==> config.mk <==
export PLATFORM = sky130hd
export DESIGN_NAME = char_lcd_expander_sequencer_core
export DESIGN_NICKNAME = d
export VERILOG_FILES = /design/src/sv/cles_pkg.sv /design/src/sv/cles_front.sv /design/src/sv/cles_queue.sv /design/src/sv/cles_back.sv /design/src/sv/char_lcd_expander_sequencer_core.sv
export SDC_FILE = /design/constraint.sdc
export NUM_CORES = 1
export LEC_CHECK = 0
export BUFFER_PORTS_ARGS = -buffer_cell sky130_fd_sc_hd__buf_2
export CORE_MARGIN = 4
export CORE_UTILIZATION = 50
export DETAILED_ROUTE_END_ITERATION = 8
export GPL_TIMING_DRIVEN = 0
export PLACE_DENSITY = 0.71
export REMOVE_ABC_BUFFERS = 1
export SKIP_LAST_GASP = 1
export SLEW_MARGIN = 15
export SYNTH_ARGS = -nofsm -noshare
export SYNTH_HDL_FRONTEND = slang
export SYNTH_SLANG_ARGS = --single-unit
==> constraint.sdc <==
create_clock -name clk -period 4.5 [get_ports clk]
set_input_delay 0.45 -clock clk [delete_from_list [all_inputs] [get_ports clk]]
set_output_delay 0.45 -clock clk [all_outputs]
set_load 0.01 [all_outputs]
==> src/sv/cles_pkg.sv <==
`timescale 1ns / 1ps
// Shared types, constants and helper functions of the character LCD expander sequencer.
// Used by every module of the block; depends on nothing.
package cles_pkg;

  localparam int NUMBER_BITS_DEF = 16;
  localparam int QUEUE_DEPTH_DEF = 4;
  localparam int POW_W = 32;

  localparam logic [7:0] ADDR_RESET  = 8'd78;
  localparam logic [7:0] IMAGE_RESET = 8'h08;
  localparam logic [7:0] BIT_RS      = 8'h01;
  localparam logic [7:0] BIT_E       = 8'h04;
  localparam logic [7:0] BIT_BL      = 8'h08;
  localparam logic [7:0] CHAR_ZERO   = 8'h30;
  localparam logic [7:0] CHAR_MINUS  = 8'h2D;

  localparam logic [1:0] ACT_CMD  = 2'd0;
  localparam logic [1:0] ACT_DATA = 2'd1;
  localparam logic [1:0] ACT_NUM  = 2'd2;
  localparam logic [1:0] ACT_NIB  = 2'd3;

  typedef struct packed {
    logic [1:0]         action;
    logic [7:0]         byte_value;
    logic [7:0]         position;
    logic signed [15:0] number;
  } in_item_t;

  typedef struct packed {
    logic [7:0] bus_address;
    logic [7:0] port_byte;
    logic       last;
  } out_item_t;

  typedef enum logic [1:0] {
    OP_CMD,
    OP_DATA,
    OP_NIB
  } op_kind_t;

  typedef struct packed {
    op_kind_t   kind;
    logic [7:0] value;
    logic       last;
  } op_t;

  typedef struct packed {
    logic full;
    logic empty;
  } q_stat_t;

  // Number of decimal digits needed for the largest magnitude of a bits-wide value.
  function automatic int digits_for(input int bits);
    longint lim;
    longint p;
    int     d;
    lim = longint'(1) << (bits - 1);
    p = 1;
    d = 0;
    for (int i = 0; i < 11; i++) begin
      if (p <= lim) begin
        p = p * 10;
        d = d + 1;
      end
    end
    return d;
  endfunction

  function automatic logic [POW_W-1:0] pow10(input logic [3:0] k);
    logic [POW_W-1:0] p;
    case (k)
      4'd0: p = 32'd1;
      4'd1: p = 32'd10;
      4'd2: p = 32'd100;
      4'd3: p = 32'd1000;
      4'd4: p = 32'd10000;
      4'd5: p = 32'd100000;
      4'd6: p = 32'd1000000;
      4'd7: p = 32'd10000000;
      4'd8: p = 32'd100000000;
      4'd9: p = 32'd1000000000;
      default: p = 32'd1;
    endcase
    return p;
  endfunction

endpackage

==> src/sv/cles_front.sv <==
`timescale 1ns / 1ps
// Front end: accepts input items and turns them into byte and nibble operations.
// Numbers are converted to decimal digits by repeated subtraction. Depends on cles_pkg.
module cles_front
  import cles_pkg::*;
#(
  parameter int NUMBER_BITS = NUMBER_BITS_DEF
) (
  input  logic     clk,
  input  logic     rst,
  input  logic     in_valid,
  input  in_item_t in_item,
  output logic     in_stall,
  output logic     push,
  output op_t      push_op,
  input  q_stat_t  q_stat,
  output logic     idle
);

  localparam int DIGITS = digits_for(NUMBER_BITS);
  localparam int KW = $clog2(DIGITS);

  typedef enum logic [1:0] {
    F_IDLE,
    F_POS,
    F_SIGN,
    F_DIGIT
  } fstate_t;

  fstate_t                state, state_next;
  logic [7:0]             pos, pos_next;
  logic                   neg, neg_next;
  logic [NUMBER_BITS-1:0] mag, mag_next;
  logic [KW-1:0]          k, k_next;
  logic [3:0]             cnt, cnt_next;
  logic                   started, started_next;

  logic signed [NUMBER_BITS-1:0] num_ext;
  logic [NUMBER_BITS-1:0]        num_u;
  logic [NUMBER_BITS-1:0]        mag_in;
  logic [POW_W-1:0]              pow_k;
  logic                          ge;
  logic                          digit_emit;
  logic                          accept;

  assign num_ext = NUMBER_BITS'(in_item.number);
  assign num_u = num_ext;
  assign mag_in = num_ext[NUMBER_BITS-1] ? (~num_u + NUMBER_BITS'(1)) : num_u;
  assign pow_k = pow10(4'(k));
  assign ge = POW_W'(mag) >= pow_k;
  assign digit_emit = started || (cnt != 4'd0) || (k == KW'(0));

  assign in_stall = (state != F_IDLE) || q_stat.full;
  assign accept = in_valid && !in_stall;
  assign idle = (state == F_IDLE);

  always_comb begin
    state_next = state;
    pos_next = pos;
    neg_next = neg;
    mag_next = mag;
    k_next = k;
    cnt_next = cnt;
    started_next = started;
    push = 1'b0;
    push_op = '{kind: OP_CMD, value: 8'h00, last: 1'b0};
    case (state)
      F_IDLE: begin
        if (accept) begin
          case (in_item.action)
            ACT_CMD: begin
              push = 1'b1;
              push_op = '{kind: OP_CMD, value: in_item.byte_value, last: 1'b1};
            end
            ACT_DATA: begin
              push = 1'b1;
              push_op = '{kind: OP_DATA, value: in_item.byte_value, last: 1'b1};
            end
            ACT_NUM: begin
              pos_next = in_item.position;
              neg_next = num_ext[NUMBER_BITS-1];
              mag_next = mag_in;
              state_next = F_POS;
            end
            default: begin
              push = 1'b1;
              push_op = '{kind: OP_NIB, value: in_item.byte_value, last: 1'b1};
            end
          endcase
        end
      end
      F_POS: begin
        if (!q_stat.full) begin
          push = 1'b1;
          push_op = '{kind: OP_CMD, value: pos, last: 1'b0};
          k_next = KW'(DIGITS - 1);
          cnt_next = 4'd0;
          started_next = 1'b0;
          state_next = F_SIGN;
        end
      end
      F_SIGN: begin
        if (mag == '0) begin
          if (!q_stat.full) begin
            push = 1'b1;
            push_op = '{kind: OP_DATA, value: CHAR_ZERO, last: 1'b1};
            state_next = F_IDLE;
          end
        end else if (neg) begin
          if (!q_stat.full) begin
            push = 1'b1;
            push_op = '{kind: OP_DATA, value: CHAR_MINUS, last: 1'b0};
            state_next = F_DIGIT;
          end
        end else begin
          state_next = F_DIGIT;
        end
      end
      F_DIGIT: begin
        if (ge) begin
          mag_next = mag - NUMBER_BITS'(pow_k);
          cnt_next = cnt + 4'd1;
        end else if (!(digit_emit && q_stat.full)) begin
          if (digit_emit) begin
            push = 1'b1;
            push_op = '{kind: OP_DATA, value: CHAR_ZERO | {4'd0, cnt}, last: (k == KW'(0))};
          end
          started_next = started || digit_emit;
          cnt_next = 4'd0;
          if (k == KW'(0)) begin
            state_next = F_IDLE;
          end else begin
            k_next = k - KW'(1);
          end
        end
      end
      default: begin
        state_next = F_IDLE;
      end
    endcase
  end

  always_ff @(posedge clk) begin
    if (rst) begin
      state <= F_IDLE;
    end else begin
      state <= state_next;
    end
    pos <= pos_next;
    neg <= neg_next;
    mag <= mag_next;
    k <= k_next;
    cnt <= cnt_next;
    started <= started_next;
  end

endmodule

==> src/sv/cles_queue.sv <==
`timescale 1ns / 1ps
// Short operation queue between the front end and the back end.
// Depends on cles_pkg for the operation and status types.
module cles_queue
  import cles_pkg::*;
#(
  parameter int DEPTH = QUEUE_DEPTH_DEF
) (
  input  logic    clk,
  input  logic    rst,
  input  logic    push,
  input  op_t     push_op,
  input  logic    pop,
  output op_t     pop_op,
  output q_stat_t q_stat
);

  localparam int AW = $clog2(DEPTH);
  localparam int CW = $clog2(DEPTH + 1);

  op_t           mem [DEPTH];
  logic [AW-1:0] wr_ptr;
  logic [AW-1:0] rd_ptr;
  logic [CW-1:0] count;
  logic          do_push;
  logic          do_pop;

  assign q_stat.full = (count == CW'(DEPTH));
  assign q_stat.empty = (count == '0);
  assign do_push = push && !q_stat.full;
  assign do_pop = pop && !q_stat.empty;
  assign pop_op = mem[rd_ptr];

  always_ff @(posedge clk) begin
    if (do_push) begin
      mem[wr_ptr] <= push_op;
    end
  end

  always_ff @(posedge clk) begin
    if (rst) begin
      wr_ptr <= '0;
      rd_ptr <= '0;
      count <= '0;
    end else begin
      if (do_push) begin
        wr_ptr <= (wr_ptr == AW'(DEPTH - 1)) ? '0 : wr_ptr + AW'(1);
      end
      if (do_pop) begin
        rd_ptr <= (rd_ptr == AW'(DEPTH - 1)) ? '0 : rd_ptr + AW'(1);
      end
      if (do_push && !do_pop) begin
        count <= count + CW'(1);
      end else if (do_pop && !do_push) begin
        count <= count - CW'(1);
      end
    end
  end

endmodule

==> src/sv/cles_back.sv <==
`timescale 1ns / 1ps
// Back end: plays each queued operation out as expander writes and keeps the port image.
// Depends on cles_pkg.
module cles_back
  import cles_pkg::*;
(
  input  logic       clk,
  input  logic       rst,
  input  op_t        q_op,
  input  q_stat_t    q_stat,
  output logic       pop,
  input  logic [7:0] address,
  output logic       out_valid,
  output out_item_t  out_item,
  input  logic       out_stall
);

  logic       busy;
  op_t        op;
  logic [2:0] step;
  logic [7:0] image;

  logic [7:0] img_next;
  logic [2:0] last_step;
  logic [1:0] phase;
  logic [3:0] nib;
  logic       free;

  function automatic logic [7:0] apply_nib(input logic [7:0] img, input logic [3:0] n);
    logic [7:0] r;
    logic [7:0] line;
    r = img;
    for (int b = 0; b < 4; b++) begin
      line = 8'h10 << b;
      if (n[b]) begin
        r = r | line | BIT_BL;
      end else begin
        r = r & ~line;
      end
    end
    return r;
  endfunction

  assign free = !out_valid || !out_stall;
  assign pop = !busy && !q_stat.empty;

  always_comb begin
    last_step = (op.kind == OP_NIB) ? 3'd2 : 3'd7;
    if (op.kind == OP_NIB) begin
      phase = step[1:0];
      nib = op.value[3:0];
    end else if (step <= 3'd3) begin
      phase = 2'(step - 3'd1);
      nib = op.value[7:4];
    end else begin
      phase = 2'(step - 3'd4);
      nib = op.value[3:0];
    end
    if (op.kind != OP_NIB && step == 3'd0) begin
      img_next = (op.kind == OP_DATA) ? (image | BIT_RS | BIT_BL) : (image & ~BIT_RS);
    end else if (op.kind != OP_NIB && step == 3'd7) begin
      img_next = image & ~BIT_RS;
    end else begin
      case (phase)
        2'd0: img_next = apply_nib(image, nib);
        2'd1: img_next = image | BIT_E;
        default: img_next = image & ~BIT_E;
      endcase
    end
  end

  always_ff @(posedge clk) begin
    if (rst) begin
      busy <= 1'b0;
      out_valid <= 1'b0;
      image <= IMAGE_RESET;
      step <= 3'd0;
    end else begin
      if (busy && free) begin
        out_valid <= 1'b1;
        out_item <= '{bus_address: address, port_byte: img_next,
                      last: (step == last_step) && op.last};
        image <= img_next;
        if (step == last_step) begin
          busy <= 1'b0;
        end else begin
          step <= step + 3'd1;
        end
      end else if (free) begin
        out_valid <= 1'b0;
      end
      if (pop) begin
        op <= q_op;
        step <= 3'd0;
        busy <= 1'b1;
      end
    end
  end

endmodule

==> src/sv/char_lcd_expander_sequencer_core.sv <==
`timescale 1ns / 1ps
// Character LCD sequencer over an 8-bit I2C port expander, 4-bit display mode.
// Input items (in_item) arrive on in_valid/in_stall; each one is a command byte, a data
// byte, a raw nibble, or a signed number shown at a cursor position. Expander writes
// leave on out_valid/out_stall as out_item, one per cycle at most; last marks the
// final write caused by an input item. cfg_wr_en/cfg_wr_data set the bus address.
// A raw nibble gives 3 writes, a byte 8 writes, a number 8 writes per character
// (cursor command, optional sign, up to five digits), so at most 56 writes for 16 bits.
// The back end sets the rate: one write per cycle while out_stall is low, with a gap
// while it loads each operation from the queue. An accepted item is pushed into the queue,
// popped into the back end's op register, then registered onto out_item; a number item
// first passes the front end's F_POS state. The front end finds each digit by repeated
// subtraction and runs ahead of the back end through a short operation queue.
// A stalled output holds its write; the queue then fills and in_stall rises.
// A number item holds in_stall high while its digits are produced.
// Synchronous reset empties the queue, clears out_valid and the back end's busy flag,
// sets the port image to backlight on and the bus address to 78.
// Depends on cles_pkg, cles_front, cles_queue and cles_back.
module char_lcd_expander_sequencer_core
  import cles_pkg::*;
#(
  parameter int NUMBER_BITS = NUMBER_BITS_DEF,
  parameter int QUEUE_DEPTH = QUEUE_DEPTH_DEF
) (
  input  logic       clk,
  input  logic       rst,
  input  logic       in_valid,
  input  in_item_t   in_item,
  output logic       in_stall,
  output logic       out_valid,
  output out_item_t  out_item,
  input  logic       out_stall,
  input  logic       cfg_wr_en,
  input  logic [7:0] cfg_wr_data
);

  logic [7:0] expander_address;
  logic       push;
  op_t        push_op;
  logic       pop;
  op_t        pop_op;
  q_stat_t    q_stat;
  logic       front_idle;

  always_ff @(posedge clk) begin
    if (rst) begin
      expander_address <= ADDR_RESET;
    end else if (cfg_wr_en) begin
      expander_address <= cfg_wr_data;
    end
  end

  cles_front #(
    .NUMBER_BITS(NUMBER_BITS)
  ) u_front (
    .clk     (clk),
    .rst     (rst),
    .in_valid(in_valid),
    .in_item (in_item),
    .in_stall(in_stall),
    .push    (push),
    .push_op (push_op),
    .q_stat  (q_stat),
    .idle    (front_idle)
  );

  cles_queue #(
    .DEPTH(QUEUE_DEPTH)
  ) u_queue (
    .clk    (clk),
    .rst    (rst),
    .push   (push),
    .push_op(push_op),
    .pop    (pop),
    .pop_op (pop_op),
    .q_stat (q_stat)
  );

  cles_back u_back (
    .clk      (clk),
    .rst      (rst),
    .q_op     (pop_op),
    .q_stat   (q_stat),
    .pop      (pop),
    .address  (expander_address),
    .out_valid(out_valid),
    .out_item (out_item),
    .out_stall(out_stall)
  );

`ifndef SYNTHESIS
  a_no_push_when_full: assert property (@(posedge clk) disable iff (rst)
    push |-> !q_stat.full)
    else $error("operation pushed into a full queue");

  a_accept_only_idle: assert property (@(posedge clk) disable iff (rst)
    (in_valid && !in_stall) |-> front_idle)
    else $error("item accepted while the front end is busy");

  a_backlight_kept: assert property (@(posedge clk) disable iff (rst)
    out_valid |-> out_item.port_byte[3])
    else $error("backlight bit cleared in an expander write");

  a_reset_clears_out: assert property (@(posedge clk)
    rst |=> !out_valid)
    else $error("output valid after reset");
`endif

endmodule
==> metrics.cfg, run 1 <==
[status]
status=completed

[floorplanning]
ioPinCount=66
die_y_um=130.1
die_width_um=130.1
rows=44
core_area_mm2=0.01459
initial_core_util_pct=51.07
dieArea_mm2=0.01692

[synthesis]
synth_top_area_share_pct=41.91
ys_seq_area_share_pct=54.01
netlist_area_mm2=0.007451
avgSynthCellArea_um2=11.48
yosysMostFrequentCell=edfxtp_1
synth_cell_types=81
synth_area_leaders=edfxtp_1 42%, dfxtp_1 12%, ha_1 5.9%
synthFlopType=edfxtp_1
yosysTopAreaCell=edfxtp_1
yosys_warnings=0
async_flop_share_pct=0
synth_common_cells=104 x edfxtp_1, 52 x nor2_1, 50 x nand2_1
synth_edf_count=104
synthesis.instances=649
ys_seq_elements=149

[clock_network]
postCtsSetupBuffers=0
clkLatencyLatePin_ns=0.42
clockRootBuffer=clkbuf_16
cts_resized=0
hold_buffers=0
cts_tree=yes
clock_path_buffers=2
cts_buffers=17
cts_sinks=149
htree_levels=4
clkSlewWorstSetupHoldPaths_ns=0.06

[power]
power_density_mw_per_mm2=602.7
p_leak_nw=3.316
vdd_drop_max_mv=0.3433
power.total_mw=5.130

[sta]
skew_ns=0.01065
timing.hold.ws_ns=0.2053
rsz0062_at_grt=no
slew_headroom_pct=35.96
period_share_pct=83.52
final-hold-violation-count=0
slew_viol_final=0
setup_viol=0
setup_tns_ns=0
worst_slew_pin_slew_ns=0.9583
final.min_clock_period_ns=3.758
max_freq_mhz=266.1

[grt]
overflow=0
grt_max_degree=32
antenna_found_initial=0
grt_pass1_vias=5164
grt_pass1_wl_um=25120
track_usage_pct=19.00

[placement]
port_buffers=64
placedCellCount=876
gp_congestion=0.8935
dp_hpwl_um=11090

[route]
drc=0
drt-pass1-iter-count=5
wl_per_cell_um=16.92
avgViaCountPerCell=5.673
wl_um=15360
drtIter0Drc=336
dr_total_vias=5151
antenna_left=0

[critical_path]
arrival_ns=4.10
crit_type=register to register
crit_path_start=u_front.mag[9]
cp-start-kind=register
timing.rr.start=u_front.mag[9]
path_max_fanout=7
endpoint_kind=register
required_ns=4.84

[finish]
fin_nets=795
stdcell_count=908
area_delta_synth_final_pct=14.24
layout-drive-gt1-share_pct=18.37
fin_util_pct=58.34
n_antenna_cell=0

[min_path]
hold_start=in_item[19]
hold_class=input pin to register

[job]
drv_cap=0

==> stage by stage <==
| step | area [µm²] | setup slack [ns] |
|---|---|---|
| detailed placement | 7918 | 0.8270 |
| global placement | 7899 | 0.9164 |
| CTS | 8512 | 0.7748 |
| finish | 8512 | 0.7418 |
| global route | 8512 | 0.5577 |
| floorplan | 7348 | 1.351 |
==> cell families after synthesis <==
logic type / synth area share, %
compound gates: 13.35
xor+xnor: 3.762
simple gates: 12.85
flops: 54.01
other cells: 0.05033
buf+inv: 3.694
fa+ha+maj: 6.415
mux: 5.877
==> flip-flops by register name, summed over array words and instances (netlist names), 2 cells and up <==
register	cells
expander_address	8
u_back.image	7
u_back.op	11
u_back.out_item	16
u_back.step	3
u_front.cnt	4
u_front.k	3
u_front.mag	16
u_front.pos	8
u_front.pow_k	16
u_front.state	2
u_queue.count	3
u_queue.mem	44
u_queue.rd_ptr	2
u_queue.wr_ptr	2
==> worst paths after layout <==
path	endpoint	slack, ns	cells after the start
max	u_queue.count[2]	0.74	12
min	u_front.pos[3]	0.21	1
max reg2reg	u_queue.count[2]	0.74	12
min reg2reg	u_back.out_item[11]	0.42	0
==> layout by cell type (no fill, tap or decap), drive strengths merged, types with 5 or more instances in the layout <==
cell type,instances
mux2i,13
nor4,6
nand3b,6
xnor2,15
clkbuf,25
nor2,52
and3,7
ha,35
o22ai,5
a21o,9
nor2b,11
inv,49
a21oi,37
buf,65
edfxtp,104
nand2,50
xor2,17
o21ai,39
dfxtp,45
mux4,11
nand3,10
and2,12
o31ai,5
o21a,5
nand2b,6
nor3,11
mux2,5
==> cell type report <==
cell class | count | area [µm²]
fill | 1173 | 6077
sequential | 149 | 4024
multi-input combinational | 432 | 3156
clock buffer | 25 | 538.0
timing repair buffer | 65 | 335.3
tap | 184 | 230.2
inverter | 46 | 172.7
clock inverter | 7 | 56.30
==> power by group <==
part	internal, mW	leakage, nW	switching (mW)
combinational	0.685	1.70	0.967
sequential	1.89	1.33	0.197
clock	0.837	0.287	0.554
==> metal layers <==
layer | global-route usage (%) | vias up | part of all wire (%) | routed length, µm
met3 | 5.117 | 24 | 4.8 | 732
li1 | - | 2516 | - | -
met1 | 24.28 | 2480 | 44 | 6793
met4 | 5.868 | 0 | 1.4 | 212
met5 | 0 | - | 0 | 0
met2 | 31.71 | 131 | 50 | 7626
==> worst max-delay path: stages, from the launching register on <==
cell       delay, ns
edfxtp_1        0.40
ha_1            0.39
a21oi_2         0.22
o21ai_1         0.10
a311oi_2        0.38
nand3_2         0.29
o2111ai_2       0.48
ha_1            0.27
inv_1           0.07
fa_1            0.43
xor2_1          0.18
or3_1           0.32
a21oi_1         0.14
Power figures use the tool's default switching activity.
==> run 2, diff against run 1 <==
- clock period: 4.5 -> 3.5 ns (I/O delays scaled with it)
==> run 2 against run 1 <==
Compared with the run above:
- non-clock buffer count increased by 6
- core utilization grew 0.50 points
- final cell count grew 0.66%
- combinational power increased by 36%
- global-route usage about the same
- worst hold slack got worse by 0.10 ns
- design area grew 0.85%
==> metrics.cfg, run 2 (synthesized netlist as in run 1, its figures left out) <==
[route]
avgViaCountPerCell=5.673  ; about the same
wl_per_cell_um=17.06  ; was 16.92 µm
drtIter0Drc=383  ; was 336
wl_um=15600  ; was 15360 µm
drt-pass1-iter-count=4  ; was 5
drc=0  ; unchanged
dr_total_vias=5185  ; was 5151
antenna_left=0  ; unchanged

[clock_network]
clockRootBuffer=clkbuf_16  ; unchanged
cts_buffers=17  ; unchanged
clkSlewWorstSetupHoldPaths_ns=0.06  ; about the same
clkLatencyLatePin_ns=0.42  ; about the same
hold_buffers=0  ; unchanged
htree_levels=4  ; unchanged
cts_sinks=149  ; unchanged
clock_path_buffers=2  ; unchanged
cts_tree=yes  ; unchanged

[placement]
gp_congestion=0.8935  ; unchanged
port_buffers=64  ; unchanged
placedCellCount=876  ; unchanged
dp_hpwl_um=11090  ; unchanged

[critical_path]
critical_path.most_common_cell=a21oi_1  ; was ha_1
max_stage_delay_ns=0.43  ; was 0.48 ns
r2r_end=u_queue.count[2]  ; unchanged
endpoint_kind=register  ; unchanged
path_max_fanout=5  ; was 7
rr_worst_depth=13  ; was 12
cp-start-kind=register  ; unchanged
timing.rr.start=u_front.mag[13]  ; was u_front.mag[9]
path_cells=ha_1 > a21oi_1 > o21ai_0 > a311oi_2 > buf_4 > nand3_4 > o2111ai_4 > ha_2 > inv_1 > fa_1 > xor2_1 > or3_1 > a21oi_1  ; was ha_1 > a21oi_2 > o21ai_1 > a311oi_2 > nand3_2 > o2111ai_2 > ha_1 > inv_1 > fa_1 > xor2_1 > or3_1 > a21oi_1
slowest_stage=fa_1  ; was o2111ai_2
arrival_ns=3.69  ; was 4.10 ns
crit_type=register to register  ; unchanged
reg2reg_slack_ns=0.15  ; was 0.74 ns
required_ns=3.84  ; was 4.84 ns

[floorplanning]
die_y_um=130.1  ; unchanged
core_area_mm2=0.01459  ; unchanged
ioPinCount=66  ; unchanged
dieArea_mm2=0.01692  ; unchanged
die_width_um=130.1  ; unchanged
rows=44  ; unchanged
initial_core_util_pct=51.07  ; unchanged

[finish]
fin_nets=801  ; was 795
layout-drive-gt1-share_pct=19.73  ; was 18.37%
regMostFlops=u_queue.mem  ; unchanged
layout_common_cells=104 x edfxtp_1, 64 x buf_2, 51 x nor2_1  ; was 104 x edfxtp_1, 64 x buf_2, 52 x nor2_1
stdcell_count=914  ; was 908
largest_reg_flops=44  ; unchanged
n_antenna_cell=0  ; unchanged
area_delta_synth_final_pct=15.21  ; was 14.24%
final_common_cell=edfxtp_1  ; unchanged

[power]
vdd_drop_max_mv=0.4546  ; was 0.3433 mV
power_density_mw_per_mm2=783.1  ; was 602.7 mW/mm²
p_leak_nw=3.343  ; was 3.316 nW
power.total_mw=6.723  ; was 5.130 mW

[min_path]
hold_depth=1  ; unchanged
hold_class=input pin to register  ; unchanged
hold_start=in_item[23]  ; was in_item[19]
hold_end=u_front.pos[7]  ; was u_front.pos[3]

[sta]
slew_headroom_pct=36.38  ; was 35.96%
skew_ns=0.01162  ; was 0.01065 ns
setup_viol=0  ; unchanged
period_share_pct=95.62  ; was 83.52%
slew_viol_final=0  ; unchanged
final.min_clock_period_ns=3.347  ; was 3.758 ns
max_freq_mhz=298.8  ; was 266.1 MHz
worst_slew_pin_slew_ns=0.9520  ; was 0.9583 ns
final-hold-violation-count=0  ; unchanged

[grt]
grt_pass1_vias=5180  ; was 5164
grt_pass1_wl_um=25170  ; was 25120 µm
grt_max_degree=32  ; unchanged
track_usage_pct=19.04  ; was 19.00%
overflow=0  ; unchanged
antenna_found_initial=0  ; unchanged

[job]
drv_cap=0  ; unchanged

[status]
status=completed  ; unchanged

[run 2: how the worst max path moves through the flow]
stage	startpoint	endpoint	slack, ns
floorplan	u_front.mag[9]	u_queue.count[2]	0.35
global placement	u_front.mag[9]	u_queue.count[2]	-0.08
detailed placement	u_front.mag[9]	u_queue.count[2]	-0.17
CTS	u_front.mag[9]	u_queue.count[2]	0.004
global route	u_front.mag[0]	u_queue.count[2]	-0.005
finish	u_front.mag[13]	u_queue.count[2]	0.15
[run 2: critical path, delay by kind of cell (launching register included)]
| family | cells | cell delay [ns] |
|---|---|---|
| DFF | 1 | 0.42 |
| buffers and inverters | 2 | 0.23 |
| adders and majority gates | 3 | 1.06 |
| and+or+nand+nor | 2 | 0.42 |
| xor gates and xnor gates | 1 | 0.18 |
| AOI/OAI and AO/OA | 5 | 0.98 |
[run 2: final cells by class]
cell class | count | area [µm²]
Fill cell | 1165 | 6005
Sequential cell | 149 | 4024
Multi-Input combinational cell | 432 | 3183
Clock buffer | 25 | 538.0
Timing Repair Buffer | 71 | 380.4
Tap cell | 184 | 230.2
Inverter | 46 | 172.7
Clock inverter | 7 | 56.30
[run 2: power by group]
part | switching [mW] | total [mW] | internal, mW | leakage [nW]
clock | 0.717 | 1.79 | 1.08 | 0.287
sequential | 0.256 | 2.69 | 2.43 | 1.33
combinational | 1.28 | 2.24 | 0.963 | 1.73
total | 2.25 | 6.72 | 4.47 | 3.34
[run 2: repair_timing]
| item | 4_1_cts | 5_1_grt |
|---|---|---|
| resized for setup | 3 | 4 |
| setup buffers | 1 | 5 |
| setup endpoints to repair | 1 | 1 |
| pin swaps | 1 | 3 |
[run 2: metal layers]
metal,part of all wire (%),vias up,track usage [%]
met5,0,-,0
met4,1.6,0,5.868
met3,4.9,24,5.117
met2,49,131,31.96
met1,44,2512,24.20
li1,-,2518,-
[run 2: stage by stage]
step | hold slack, ns | util [%] | TNS [ns] | cell area (µm²) | worst slack [ns]
after floorplan | 0.4005 | - | 0 | 7348 | 0.3508
after global placement | 0.4053 | 54.14 | -0.08364 | 7899 | -0.08364
after detailed placement | 0.4064 | 54.27 | -0.1730 | 7918 | -0.1730
after CTS | 0.09096 | 58.53 | 0 | 8539 | 0.003603
after global routing | 0.08224 | 58.84 | -0.005219 | 8584 | -0.005219
final | 0.1023 | 58.84 | 0 | 8584 | 0.1533
